[config.mk]
export PLATFORM = sky130hd
export DESIGN_NAME = synth_frequency_planner_top
export DESIGN_NICKNAME = d
export VERILOG_FILES = /design/src/rtl/sfp_pkg.sv /design/src/rtl/sfp_prep.sv /design/src/rtl/sfp_int_div.sv /design/src/rtl/sfp_frac_div.sv /design/src/rtl/synth_frequency_planner_top.sv
export SDC_FILE = /design/constraint.sdc
export NUM_CORES = 2
export LEC_CHECK = 0
export BUFFER_PORTS_ARGS = -buffer_cell sky130_fd_sc_hd__buf_4
export CORE_ASPECT_RATIO = 0.5
export CORE_UTILIZATION = 39
export DETAILED_ROUTE_END_ITERATION = 10
export GPL_TIMING_DRIVEN = 0
export HOLD_SLACK_MARGIN = 0.03
export PLACE_DENSITY = 0.52
export SYNTH_ARGS = -nofsm -noshare
export SYNTH_HDL_FRONTEND = slang
export SYNTH_HIERARCHICAL = 1
export SYNTH_SLANG_ARGS = --single-unit
[constraint.sdc]
create_clock -name clk -period 104.9 [get_ports clk]
set_clock_uncertainty 0.15 [all_clocks]
set_input_delay 10.49 -clock clk [delete_from_list [all_inputs] [get_ports clk]]
set_output_delay 10.49 -clock clk [all_outputs]
set_load 0.01 [all_outputs]
[src/rtl/sfp_pkg.sv]
`timescale 1ns / 1ps
`default_nettype none
package sfp_pkg;

  // field and register widths
  localparam int FREQ_WIDTH = 23;
  localparam int PFD_W      = 17;
  localparam int MOD_W      = 12;
  localparam int WIN_W      = 23;
  localparam int INT_W      = 16;
  localparam int CODE_W     = 3;
  localparam int CFG_IDX_W  = 2;

  // vco word must hold both the widest request and the top of the vco octave
  localparam int VCO_MIN_W  = 23;
  localparam int VCO_W      = (FREQ_WIDTH > VCO_MIN_W) ? FREQ_WIDTH : VCO_MIN_W;

  // fraction divider: numerator 2*rem*mod + pfd over 2*pfd
  localparam int PROD_W     = PFD_W + MOD_W;
  localparam int NUM_W      = PROD_W + 2;
  localparam int DEN_W      = PFD_W + 1;
  localparam int FRAC_QW    = MOD_W;

  // octave thresholds for the output divider
  localparam int NUM_OCT    = 6;
  localparam logic [CODE_W-1:0] MAX_CODE = CODE_W'(NUM_OCT);

  // register reset values
  localparam logic [PFD_W-1:0] PFD_RESET = PFD_W'(25000);
  localparam logic [MOD_W-1:0] MOD_RESET = MOD_W'(4095);
  localparam logic [WIN_W-1:0] MIN_RESET = WIN_W'(34375);
  localparam logic [WIN_W-1:0] MAX_RESET = WIN_W'(4400000);

  localparam logic [INT_W-1:0] INT_SAT = '1;

  typedef logic [VCO_W-1:0] vco_t;

  // configuration register indexes
  typedef enum logic [CFG_IDX_W-1:0] {
    REG_PFD = 2'd0,
    REG_MOD = 2'd1,
    REG_MIN = 2'd2,
    REG_MAX = 2'd3
  } cfg_reg_t;

  // upper edge of each octave, smallest first
  function automatic vco_t octave_khz(input logic [CODE_W-1:0] idx);
    vco_t thr;
    case (idx)
      3'd0:    thr = vco_t'(68750);
      3'd1:    thr = vco_t'(137500);
      3'd2:    thr = vco_t'(275000);
      3'd3:    thr = vco_t'(550000);
      3'd4:    thr = vco_t'(1100000);
      3'd5:    thr = vco_t'(2200000);
      default: thr = '0;
    endcase
    return thr;
  endfunction

  // word after range check and divider choice
  typedef struct packed {
    logic                 oor;
    logic [CODE_W-1:0]    code;
    vco_t                 vco;
  } prep_t;

  // word inside the integer divider: acc holds dividend bits, then quotient
  typedef struct packed {
    logic                 oor;
    logic [CODE_W-1:0]    code;
    logic [PFD_W-1:0]     rem;
    vco_t                 acc;
  } idiv_t;

  // word after the remainder times modulus product
  typedef struct packed {
    logic                 oor;
    logic [CODE_W-1:0]    code;
    vco_t                 n;
    logic [PROD_W-1:0]    prod;
  } mul_t;

  // word with the rounding numerator
  typedef struct packed {
    logic                 oor;
    logic [CODE_W-1:0]    code;
    vco_t                 n;
    logic [NUM_W-1:0]     num;
  } num_t;

  // word inside the fraction divider
  typedef struct packed {
    logic                 oor;
    logic [CODE_W-1:0]    code;
    vco_t                 n;
    logic [DEN_W-1:0]     rem;
    logic [FRAC_QW-1:0]   acc;
  } fdiv_t;

  // finished plan
  typedef struct packed {
    logic [INT_W-1:0]     integer_part;
    logic [MOD_W-1:0]     fraction;
    logic [CODE_W-1:0]    divider_code;
    logic                 out_of_range;
  } result_t;

endpackage
`default_nettype wire

[src/rtl/sfp_prep.sv]
`timescale 1ns / 1ps
`default_nettype none
module sfp_prep (
  input  wire logic                           clk,
  input  wire logic                           rst,
  input  wire logic                           adv,
  input  wire logic                           in_valid,
  input  wire logic [sfp_pkg::FREQ_WIDTH-1:0] freq_khz,
  input  wire logic [sfp_pkg::PFD_W-1:0]      pfd_khz,
  input  wire logic [sfp_pkg::WIN_W-1:0]      min_freq_khz,
  input  wire logic [sfp_pkg::WIN_W-1:0]      max_freq_khz,
  output logic                                out_valid,
  output sfp_pkg::prep_t                      out_word
);

  sfp_pkg::prep_t word_next;

  // window and zero-pfd check, octave count and shift up into the vco range
  always_comb begin
    sfp_pkg::vco_t               fext;
    logic [sfp_pkg::CODE_W-1:0]  cnt;
    fext = sfp_pkg::VCO_W'(freq_khz);
    cnt  = '0;
    for (int i = 0; i < sfp_pkg::NUM_OCT; i++) begin
      cnt = cnt + sfp_pkg::CODE_W'(fext <= sfp_pkg::octave_khz(sfp_pkg::CODE_W'(i)));
    end
    word_next.oor  = (fext < sfp_pkg::VCO_W'(min_freq_khz)) ||
                     (fext > sfp_pkg::VCO_W'(max_freq_khz)) ||
                     (pfd_khz == '0);
    word_next.code = cnt;
    word_next.vco  = fext << cnt;
  end

  // stage valid
  always_ff @(posedge clk) begin
    if (rst) begin
      out_valid <= 1'b0;
    end else if (adv) begin
      out_valid <= in_valid;
    end
  end

  // stage payload
  always_ff @(posedge clk) begin
    if (adv) begin
      out_word <= word_next;
    end
  end

endmodule
`default_nettype wire

[src/rtl/sfp_int_div.sv]
`timescale 1ns / 1ps
`default_nettype none
module sfp_int_div (
  input  wire logic                      clk,
  input  wire logic                      rst,
  input  wire logic                      adv,
  input  wire logic [sfp_pkg::PFD_W-1:0] pfd_khz,
  input  wire logic                      in_valid,
  input  wire sfp_pkg::prep_t            in_word,
  output logic                           out_valid,
  output sfp_pkg::idiv_t                 out_word
);

  localparam int STAGES = sfp_pkg::VCO_W;

  // one restoring step: bring in the next dividend bit, subtract if it fits
  function automatic sfp_pkg::idiv_t div_step(input sfp_pkg::idiv_t s,
                                              input logic [sfp_pkg::PFD_W-1:0] d);
    sfp_pkg::idiv_t           r;
    logic [sfp_pkg::PFD_W:0]  t;
    logic [sfp_pkg::PFD_W:0]  diff;
    logic                     qb;
    r    = s;
    t    = {s.rem, s.acc[sfp_pkg::VCO_W-1]};
    diff = t - {1'b0, d};
    qb   = (t >= {1'b0, d});
    r.rem = qb ? diff[sfp_pkg::PFD_W-1:0] : t[sfp_pkg::PFD_W-1:0];
    r.acc = {s.acc[sfp_pkg::VCO_W-2:0], qb};
    return r;
  endfunction

  sfp_pkg::idiv_t      stg [STAGES];
  sfp_pkg::idiv_t      src [STAGES];
  logic [STAGES-1:0]   vld;

  // stage inputs: the first takes the vco word, the rest their neighbor
  always_comb begin
    src[0].oor  = in_word.oor;
    src[0].code = in_word.code;
    src[0].rem  = '0;
    src[0].acc  = in_word.vco;
    for (int k = 1; k < STAGES; k++) begin
      src[k] = stg[k-1];
    end
  end

  // valid bits move with the words
  always_ff @(posedge clk) begin
    if (rst) begin
      vld <= '0;
    end else if (adv) begin
      vld <= {vld[STAGES-2:0], in_valid};
    end
  end

  // divider stages, one quotient bit each
  always_ff @(posedge clk) begin
    if (adv) begin
      for (int k = 0; k < STAGES; k++) begin
        stg[k] <= div_step(src[k], pfd_khz);
      end
    end
  end

  assign out_valid = vld[STAGES-1];
  assign out_word  = stg[STAGES-1];

endmodule
`default_nettype wire

[src/rtl/sfp_frac_div.sv]
`timescale 1ns / 1ps
`default_nettype none
module sfp_frac_div (
  input  wire logic                      clk,
  input  wire logic                      rst,
  input  wire logic                      adv,
  input  wire logic [sfp_pkg::PFD_W-1:0] pfd_khz,
  input  wire logic [sfp_pkg::MOD_W-1:0] fraction_modulus,
  input  wire logic                      in_valid,
  input  wire sfp_pkg::idiv_t            in_word,
  output logic                           out_valid,
  output sfp_pkg::result_t               out_word
);

  localparam int STAGES = sfp_pkg::FRAC_QW;

  // one restoring step against the doubled pfd
  function automatic sfp_pkg::fdiv_t div_step(input sfp_pkg::fdiv_t s,
                                              input logic [sfp_pkg::DEN_W-1:0] d);
    sfp_pkg::fdiv_t           r;
    logic [sfp_pkg::DEN_W:0]  t;
    logic [sfp_pkg::DEN_W:0]  diff;
    logic                     qb;
    r    = s;
    t    = {s.rem, s.acc[sfp_pkg::FRAC_QW-1]};
    diff = t - {1'b0, d};
    qb   = (t >= {1'b0, d});
    r.rem = qb ? diff[sfp_pkg::DEN_W-1:0] : t[sfp_pkg::DEN_W-1:0];
    r.acc = {s.acc[sfp_pkg::FRAC_QW-2:0], qb};
    return r;
  endfunction

  logic                          m_vld;
  sfp_pkg::mul_t                 m_word;
  logic                          a_vld;
  sfp_pkg::num_t                 a_word;
  logic [STAGES-1:0]             vld;
  sfp_pkg::fdiv_t                stg [STAGES];
  sfp_pkg::fdiv_t                src [STAGES];
  logic [sfp_pkg::DEN_W-1:0]     den;

  assign den = {pfd_khz, 1'b0};

  // valid bits for product, numerator and divider stages
  always_ff @(posedge clk) begin
    if (rst) begin
      m_vld <= 1'b0;
      a_vld <= 1'b0;
      vld   <= '0;
    end else if (adv) begin
      m_vld <= in_valid;
      a_vld <= m_vld;
      vld   <= {vld[STAGES-2:0], a_vld};
    end
  end

  // remainder times modulus
  always_ff @(posedge clk) begin
    if (adv) begin
      m_word.oor  <= in_word.oor;
      m_word.code <= in_word.code;
      m_word.n    <= in_word.acc;
      m_word.prod <= sfp_pkg::PROD_W'(in_word.rem) * sfp_pkg::PROD_W'(fraction_modulus);
    end
  end

  // rounding numerator: twice the product plus pfd
  always_ff @(posedge clk) begin
    if (adv) begin
      a_word.oor  <= m_word.oor;
      a_word.code <= m_word.code;
      a_word.n    <= m_word.n;
      a_word.num  <= sfp_pkg::NUM_W'({m_word.prod, 1'b0}) + sfp_pkg::NUM_W'(pfd_khz);
    end
  end

  // quotient stays below 2^FRAC_QW, so the upper numerator bits start below den
  always_comb begin
    src[0].oor  = a_word.oor;
    src[0].code = a_word.code;
    src[0].n    = a_word.n;
    src[0].rem  = a_word.num[sfp_pkg::FRAC_QW +: sfp_pkg::DEN_W];
    src[0].acc  = a_word.num[sfp_pkg::FRAC_QW-1:0];
    for (int k = 1; k < STAGES; k++) begin
      src[k] = stg[k-1];
    end
  end

  // fraction divider stages
  always_ff @(posedge clk) begin
    if (adv) begin
      for (int k = 0; k < STAGES; k++) begin
        stg[k] <= div_step(src[k], den);
      end
    end
  end

  // carry into n, saturation and out of range clearing
  always_comb begin
    sfp_pkg::fdiv_t                last;
    logic [sfp_pkg::MOD_W-1:0]     frac;
    logic                          carry;
    logic [sfp_pkg::VCO_W:0]       n1;
    last  = stg[STAGES-1];
    frac  = '0;
    carry = 1'b0;
    if (fraction_modulus != '0) begin
      if (last.acc >= fraction_modulus) begin
        frac  = last.acc - fraction_modulus;
        carry = 1'b1;
      end else begin
        frac  = last.acc;
      end
    end
    n1 = {1'b0, last.n} + (sfp_pkg::VCO_W + 1)'(carry);
    if (last.oor) begin
      out_word.integer_part = '0;
      out_word.fraction     = '0;
      out_word.divider_code = '0;
      out_word.out_of_range = 1'b1;
    end else if (n1 > (sfp_pkg::VCO_W + 1)'(sfp_pkg::INT_SAT)) begin
      out_word.integer_part = sfp_pkg::INT_SAT;
      out_word.fraction     = (fraction_modulus == '0) ? '0 :
                              fraction_modulus - sfp_pkg::MOD_W'(1);
      out_word.divider_code = last.code;
      out_word.out_of_range = 1'b0;
    end else begin
      out_word.integer_part = n1[sfp_pkg::INT_W-1:0];
      out_word.fraction     = frac;
      out_word.divider_code = last.code;
      out_word.out_of_range = 1'b0;
    end
  end

  assign out_valid = vld[STAGES-1];

endmodule
`default_nettype wire

[src/rtl/synth_frequency_planner_top.sv]
// Frequency planner for a fractional-N synthesizer: each word on the input
// channel is a requested output frequency in kHz, and each word on the output
// channel is its plan (integer ratio N, fraction over the modulus rounded half
// up, power-of-two output divider code, out-of-range flag), one result per
// request, in order. A new request is taken every cycle while in_stall is low.
// The integer divider works on a VCO_W-bit word, VCO_W being the larger of
// FREQ_WIDTH and 23, and resolves one quotient bit per pipeline stage; the
// 12-stage fraction divider sits behind it. A two-word
// output buffer lets the pipeline keep taking requests while a result waits;
// in_stall rises only when that buffer is full.
// Configuration registers are written over the cfg channel, always ready, and
// must only change while no request is in flight.
`timescale 1ns / 1ps
`default_nettype none
module synth_frequency_planner_top (
  input  wire logic                             clk,
  input  wire logic                             rst,
  // request channel
  input  wire logic                             in_valid,
  output logic                                  in_stall,
  input  wire logic [sfp_pkg::FREQ_WIDTH-1:0]   freq_khz,
  // result channel
  output logic                                  out_valid,
  input  wire logic                             out_stall,
  output logic [sfp_pkg::INT_W-1:0]             integer_part,
  output logic [sfp_pkg::MOD_W-1:0]             fraction,
  output logic [sfp_pkg::CODE_W-1:0]            divider_code,
  output logic                                  out_of_range,
  // configuration write channel
  input  wire logic                             cfg_valid,
  output logic                                  cfg_ready,
  input  wire logic [sfp_pkg::CFG_IDX_W-1:0]    cfg_index,
  input  wire logic [sfp_pkg::WIN_W-1:0]        cfg_data
);

  logic [sfp_pkg::PFD_W-1:0]  pfd_khz;
  logic [sfp_pkg::MOD_W-1:0]  fraction_modulus;
  logic [sfp_pkg::WIN_W-1:0]  min_freq_khz;
  logic [sfp_pkg::WIN_W-1:0]  max_freq_khz;

  logic                       adv;
  logic                       prep_valid;
  sfp_pkg::prep_t             prep_word;
  logic                       idiv_valid;
  sfp_pkg::idiv_t             idiv_word;
  logic                       res_valid;
  sfp_pkg::result_t           res_word;

  logic                       skid_valid;
  sfp_pkg::result_t           head;
  sfp_pkg::result_t           skid;
  logic                       out_valid_next;
  logic                       skid_valid_next;
  sfp_pkg::result_t           head_next;
  sfp_pkg::result_t           skid_next;
  logic                       push;
  logic                       pop;

  // configuration registers
  assign cfg_ready = 1'b1;

  always_ff @(posedge clk) begin
    if (rst) begin
      pfd_khz          <= sfp_pkg::PFD_RESET;
      fraction_modulus <= sfp_pkg::MOD_RESET;
      min_freq_khz     <= sfp_pkg::MIN_RESET;
      max_freq_khz     <= sfp_pkg::MAX_RESET;
    end else if (cfg_valid && cfg_ready) begin
      case (sfp_pkg::cfg_reg_t'(cfg_index))
        sfp_pkg::REG_PFD: pfd_khz          <= cfg_data[sfp_pkg::PFD_W-1:0];
        sfp_pkg::REG_MOD: fraction_modulus <= cfg_data[sfp_pkg::MOD_W-1:0];
        sfp_pkg::REG_MIN: min_freq_khz     <= cfg_data;
        sfp_pkg::REG_MAX: max_freq_khz     <= cfg_data;
        default: ;
      endcase
    end
  end

  // the whole pipeline moves unless the output buffer is full
  assign adv      = !skid_valid;
  assign in_stall = skid_valid;

  sfp_prep u_prep (
    .clk          (clk),
    .rst          (rst),
    .adv          (adv),
    .in_valid     (in_valid),
    .freq_khz     (freq_khz),
    .pfd_khz      (pfd_khz),
    .min_freq_khz (min_freq_khz),
    .max_freq_khz (max_freq_khz),
    .out_valid    (prep_valid),
    .out_word     (prep_word)
  );

  sfp_int_div u_int_div (
    .clk       (clk),
    .rst       (rst),
    .adv       (adv),
    .pfd_khz   (pfd_khz),
    .in_valid  (prep_valid),
    .in_word   (prep_word),
    .out_valid (idiv_valid),
    .out_word  (idiv_word)
  );

  sfp_frac_div u_frac_div (
    .clk              (clk),
    .rst              (rst),
    .adv              (adv),
    .pfd_khz          (pfd_khz),
    .fraction_modulus (fraction_modulus),
    .in_valid         (idiv_valid),
    .in_word          (idiv_word),
    .out_valid        (res_valid),
    .out_word         (res_word)
  );

  // two-word output buffer: head drives the ports, skid catches one more
  assign push = adv && res_valid;
  assign pop  = out_valid && !out_stall;

  always_comb begin
    out_valid_next  = out_valid;
    skid_valid_next = skid_valid;
    head_next       = head;
    skid_next       = skid;
    if (pop) begin
      head_next       = skid;
      out_valid_next  = skid_valid;
      skid_valid_next = 1'b0;
    end
    if (push) begin
      if (!out_valid_next) begin
        head_next      = res_word;
        out_valid_next = 1'b1;
      end else begin
        skid_next       = res_word;
        skid_valid_next = 1'b1;
      end
    end
  end

  always_ff @(posedge clk) begin
    if (rst) begin
      out_valid  <= 1'b0;
      skid_valid <= 1'b0;
    end else begin
      out_valid  <= out_valid_next;
      skid_valid <= skid_valid_next;
    end
  end

  always_ff @(posedge clk) begin
    head <= head_next;
    skid <= skid_next;
  end

  assign integer_part = head.integer_part;
  assign fraction     = head.fraction;
  assign divider_code = head.divider_code;
  assign out_of_range = head.out_of_range;

endmodule
`default_nettype wire

# After elaboration in Yosys (flattened, before gate mapping)
# Memories as Yosys holds them, arrays and structs flattened.
# Cells that the tools add are included.
[classes] mul=1 mux=51 n_reduce_logical=15 add_sub_neg=44 n_shift=1 n_lt_le_gt_ge=45 n_eq_ne=3
[ops] operator="$ge 18x17->1" n=22
[ops] operator="$mux 17" n=23
[ops] operator="$sub 17x17->17" n=22
[ops] operator="$ge 19x18->1" n=12
[ops] operator="$mux 18" n=12
[ops] operator="$sub 18x18->18" n=12
[ops] operator="$mux 32" n=5
[ops] operator="$mux 12" n=3
[ops] operator="$add 30x17->30" n=1
[ops] operator="$mul 17x12->29" n=1
[ops] operator="$add 23x1->24" n=1
[ops] operator="$gt 24x16->1 const B" n=1
[ops] operator="$gt 23x23->1" n=1
[ops] operator="$le 23x17->1 const B" n=1
[ops] operator="$le 23x18->1 const B" n=1
[ops] operator="$le 23x19->1 const B" n=1
[ops] operator="$le 23x20->1 const B" n=1
[ops] operator="$le 23x21->1 const B" n=1
[ops] operator="$le 23x22->1 const B" n=1
[ops] operator="$lt 23x23->1" n=1
[ops] operator="$shl 23x3->23" n=1
[ops] operator="$ge 1x17->1" n=1
[ops] operator="$logic_not 17->1" n=1
[ops] operator="$sub 1x17->17" n=1
[ops] operator="other kinds (15)" n=33
[totals] ff_bits=319 input_bits=53 ram_bits=1696 output_inout_bits=35 n_memories=2
[mem_list] memory="u_int_div.stg" words=23 word_bits=44 read_ports=23 rd_ports_with_merged_regs=0 write_ports=23 line="sfp_int_div.sv:32" text="sfp_pkg::idiv_t stg [STAGES];"
[mem_list] memory="u_frac_div.stg" words=12 word_bits=57 read_ports=12 rd_ports_with_merged_regs=0 write_ports=12 line="sfp_frac_div.sv:38" text="sfp_pkg::fdiv_t stg [STAGES];"

# Depth between registers and ports, before layout
# An unclocked memory read counts as a cell.
[logic_depth] ltp_word=10 depth_mapped=22 ltp_nobuf=20

# By module
# The synthesis kept the hierarchy.
[by_module_without_submodules] mod="sfp_int_div" cells_each=3940 area_per_inst_um2=52601.7 seq_area_each_um2=30849.6 n_inst=1
[by_module_without_submodules] mod="sfp_frac_div" cells_each=3487 area_per_inst_um2=43823.3 seq_area_each_um2=23672.7 n_inst=1
[by_module_without_submodules] mod="synth_frequency_planner_top" cells_each=482 area_per_inst_um2=5397.7 seq_area_each_um2=3143.0 n_inst=1
[by_module_without_submodules] mod="sfp_prep" cells_each=364 area_per_inst_um2=3120.5 seq_area_each_um2=830.8 n_inst=1

# Worst setup path before layout
# OpenSTA, ideal clock, no wires.
[synth_path] path_kind="reg-to-reg" from="register skid_valid, in the netlist in_stall" to="register u_prep.out_valid" path_slack_ns=67.017 arrival_time_ns=37.566 t_required_ns=104.583 period_less_slack_ns=37.883 setup_ns=0.167 path_stages_with_launch=4 cell_sequence="dfxtp_1 inv_1 mux2i_1 nor2_1"
[synth_rtl] element="start: declaration" line="synth_frequency_planner_top.sv:49" text="logic skid_valid;"
[synth_rtl] element="start signal: assignment" line="synth_frequency_planner_top.sv:150" text="skid_valid <= skid_valid_next;"
[synth_rtl] element="end signal: assignment" line="sfp_prep.sv:39" text="out_valid <= in_valid;"
[synth_rtl] element="end: declaration" line="sfp_prep.sv:12" text="output logic out_valid,"

==> impl_metrics.ini <==
[yosys]
ys_types = 107
ys_ff_latch = 1997
avgSynthCellArea_um2 = 12.7
synth_ff_type = edfxtp_1
syn_inst = 8273
synth_area_leaders = edfxtp_1, ha_1, fa_1
yosysWarnings = 6
ys_seq_area_share_pct = 55.7
synth_top_area_share_pct = 52.9
synth_edf_count = 1850
syn_nets = 9238
async_flop_share_pct = 0
syn_area_um2 = 105000
synth_largest_area_cell = edfxtp_1

[clock_tree]
clk_latency_ns = 0.87
htreeDepth = 4
cts_root_buf = clkbuf_16
cts_buffers = 195
cts_buffer_depth = 4
cts_resized = 0
postCtsSetupBuffers = 0
cts_tree = yes
numClockSinks = 1997
clkTransAtPathRegs_ns = 0.06
cts_hold_buf = 0

[die]
die_h_um = 369
rows = 134
die_x_um = 736
io_pins = 88
dieArea_um2 = 271000
initial_core_util_pct = 39.3
core-area_um2 = 267000

[sta]
rsz0062_at_grt = false
setup_tns_ns = 0
tightest_slew_ns = 1.24
max_clock_freq_mhz = 66.2
setup_viol = 0
drv_slew = 0
max-slew-margin-rel_pct = 17.3
fin_crit_ns = 15.11
finalHoldViolations = 0
fin_crit_sh_pct = 14.4

[setup_path]
path_max_fanout = 10
crit_family = adder cells
worstSetupPathType = in2reg
critPathArrivalTime_ns = 15.52
crit_required_ns = 105.31
startpoint_type = input pin
path_buf_inv = 3
crit_path_frequent_cell = fa_1
endpoint_kind = register
cp_cell_sequence = buf_4 -> or3_4 -> nor3_2 -> a21oi_1 -> o41ai_1 -> a21oi_1 -> a211oi_1 -> fa_1 -> fa_1 -> ha_1 -> fa_1 -> clkbuf_1 -> buf_2 -> mux2i_1 -> nand2_1 -> o21ai_1 -> mux2i_1
max_stage_delay_ns = 0.65
slowest_stage = mux2i_1

[detailed_routing]
avgRoutedWirePerCell_um = 18.9
vias_per_cell = 5.18
drt-total-wl_um = 233000
firstDrtPassIters = 5
drt_iter0_markers = 4414
vias = 64000
ant_nets = 0
route.detailed.drc = 0

[min_path]
hold_path.class = reg2reg

[global_routing]
overflow = 0
grt_max_degree = 134
grt_pass1_wl_um = 360000
grtUsageTotal_pct = 16.9
grt_pass1_vias = 62300
antenna_found_initial = 4

[finish]
seqCellArea_um2 = 58500
nNetsFinal = 9555
final_area_um2 = 117000
final_layout_size_suffix_gt1_share_pct = 11.0
nFillCells = 24400
syn2layout_area_growth_pct = 11.7
stdcell_count = 12300
multi_input_area_um2 = 43600

[placed_design]
dp.cells = 12000
dpl_cell_area_um2 = 111000
hpwl_um = 168000
gp_congestion = 0.840
io_buffers = 86

[run_status]
status = complete, no violations

[run]
maxCapViolCount = 0
through the flow:
step	utilization, %	hold WS (ns)	worst slack [ns]
3_5_place_dp	41.5	0.255	88.97
5_1_grt	43.9	0.221	89.54
6_report	43.9	0.222	89.79
3_3_place_gp	41.2	0.250	51.90
4_1_cts	43.9	0.224	89.88
2_1_floorplan	-	0.250	67.02
state kept, by name (all words and copies together), names as in the netlist:
register           flops
fraction              12
u_frac_div/stg       666
out_valid              1
out_of_range           1
u_frac_div/a_word     57
min_freq_khz          23
skid                  32
u_frac_div/m_vld       1
u_frac_div/vld        12
max_freq_khz          23
u_int_div/stg       1012
divider_code           3
u_frac_div/m_word     56
fraction_modulus      12
pfd_khz               17
u_prep/out_word       27
u_prep/out_valid       1
u_frac_div/a_vld       1
u_int_div/vld         23
in_stall               1
integer_part          16
routing by layer:
layer / track usage, % / share of wire, %
met1: 24.0 / 48
met2: 27.2 / 45
met3: 2.49 / 4.2
met4: 4.05 / 2.4
met5: 0 / 0
Yosys cell counts, types with 60 or more instances:
library cell	instances
a31oi_1	74
mux2_4	74
nand2_1	693
edfxtp_1	1850
dfxtp_1	147
a21o_1	249
ha_1	724
xor2_1	185
nand3_1	86
nor2_1	379
and2_1	99
a21oi_1	535
clkbuf_1	127
o21ai_0	331
fa_1	188
nand4_1	97
a211oi_1	69
xnor2_1	324
nor2b_1	99
mux2_2	312
mux2i_1	107
nor3_1	125
o21bai_1	81
nand2b_1	60
inv_1	503
kinds of logic (layout without fill, tap and decap cells):
logic type | count (synthesis) | count (layout) | share of synthesized area (%)
fa+ha+maj | 912 | 912 | 12.2
buf+inv | 697 | 1164 | 2.69
compound gates | 1734 | 1734 | 10.7
flops | 1997 | 1997 | 55.7
other cells | 1 | 3 | 0.00357
xor+xnor | 509 | 509 | 4.25
simple gates | 1921 | 1921 | 8.91
mux | 502 | 502 | 5.52
cell usage in the layout, fill, tap and decap left out, types with 32 or more instances in the layout:
master,Yosys,routed
a211oi_1,69,69
clkbuf_16,0,195
mux2_2,312,312
buf_2,32,32
a21o_1,249,249
clkinv_1,1,40
a31oi_1,74,74
xnor2_1,324,324
o21bai_1,81,81
mux2i_1,107,107
fa_1,188,188
nor4_1,32,32
inv_1,503,485
or2_2,38,38
buf_4,12,98
nand3b_1,49,49
nand3_1,86,86
mux2_4,74,74
and3_1,54,54
nor2b_1,99,99
and2_1,99,99
dfxtp_1,147,145
o31ai_1,33,33
o21ai_0,331,331
nand2b_1,60,60
nand2_1,693,693
clkbuf_1,127,157
nor2_1,379,379
edfxtp_1,1850,1850
nand4_1,97,97
xor2_1,185,185
o21a_1,57,57
ha_1,724,724
nor3_1,125,125
or3_1,34,34
a21oi_1,535,535
final cells by class:
| cell class | instances | area share [%] |
|---|---|---|
| antenna | 2 | 0.00427 |
| buffer | 192 | 0.794 |
| clock buffer | 227 | 4.28 |
| clock inverter | 120 | 1.12 |
| inverter | 505 | 1.63 |
| multi-input combinational | 5579 | 37.2 |
| sequential | 1997 | 49.9 |
| tap | 3604 | 3.85 |
| timing repair buffer | 120 | 1.24 |
path summary, 6_finish.rpt:
kind | to | cells after the start | slack, ns | start
worst min register to register | u_int_div/stg[2][84] | 0 | 0.22 | u_int_div/stg[2][40]
worst min-delay path | u_int_div/stg[2][84] | 0 | 0.22 | u_int_div/stg[2][40]
worst max-delay path | u_prep/out_word[16] | 17 | 89.79 | freq_khz[0]
worst max register to register | fraction[3] | 22 | 97.56 | fraction_modulus[1]
Power is not shown: default switching activity piles up to over one toggle a cycle in this logic, so the estimate is an artifact.
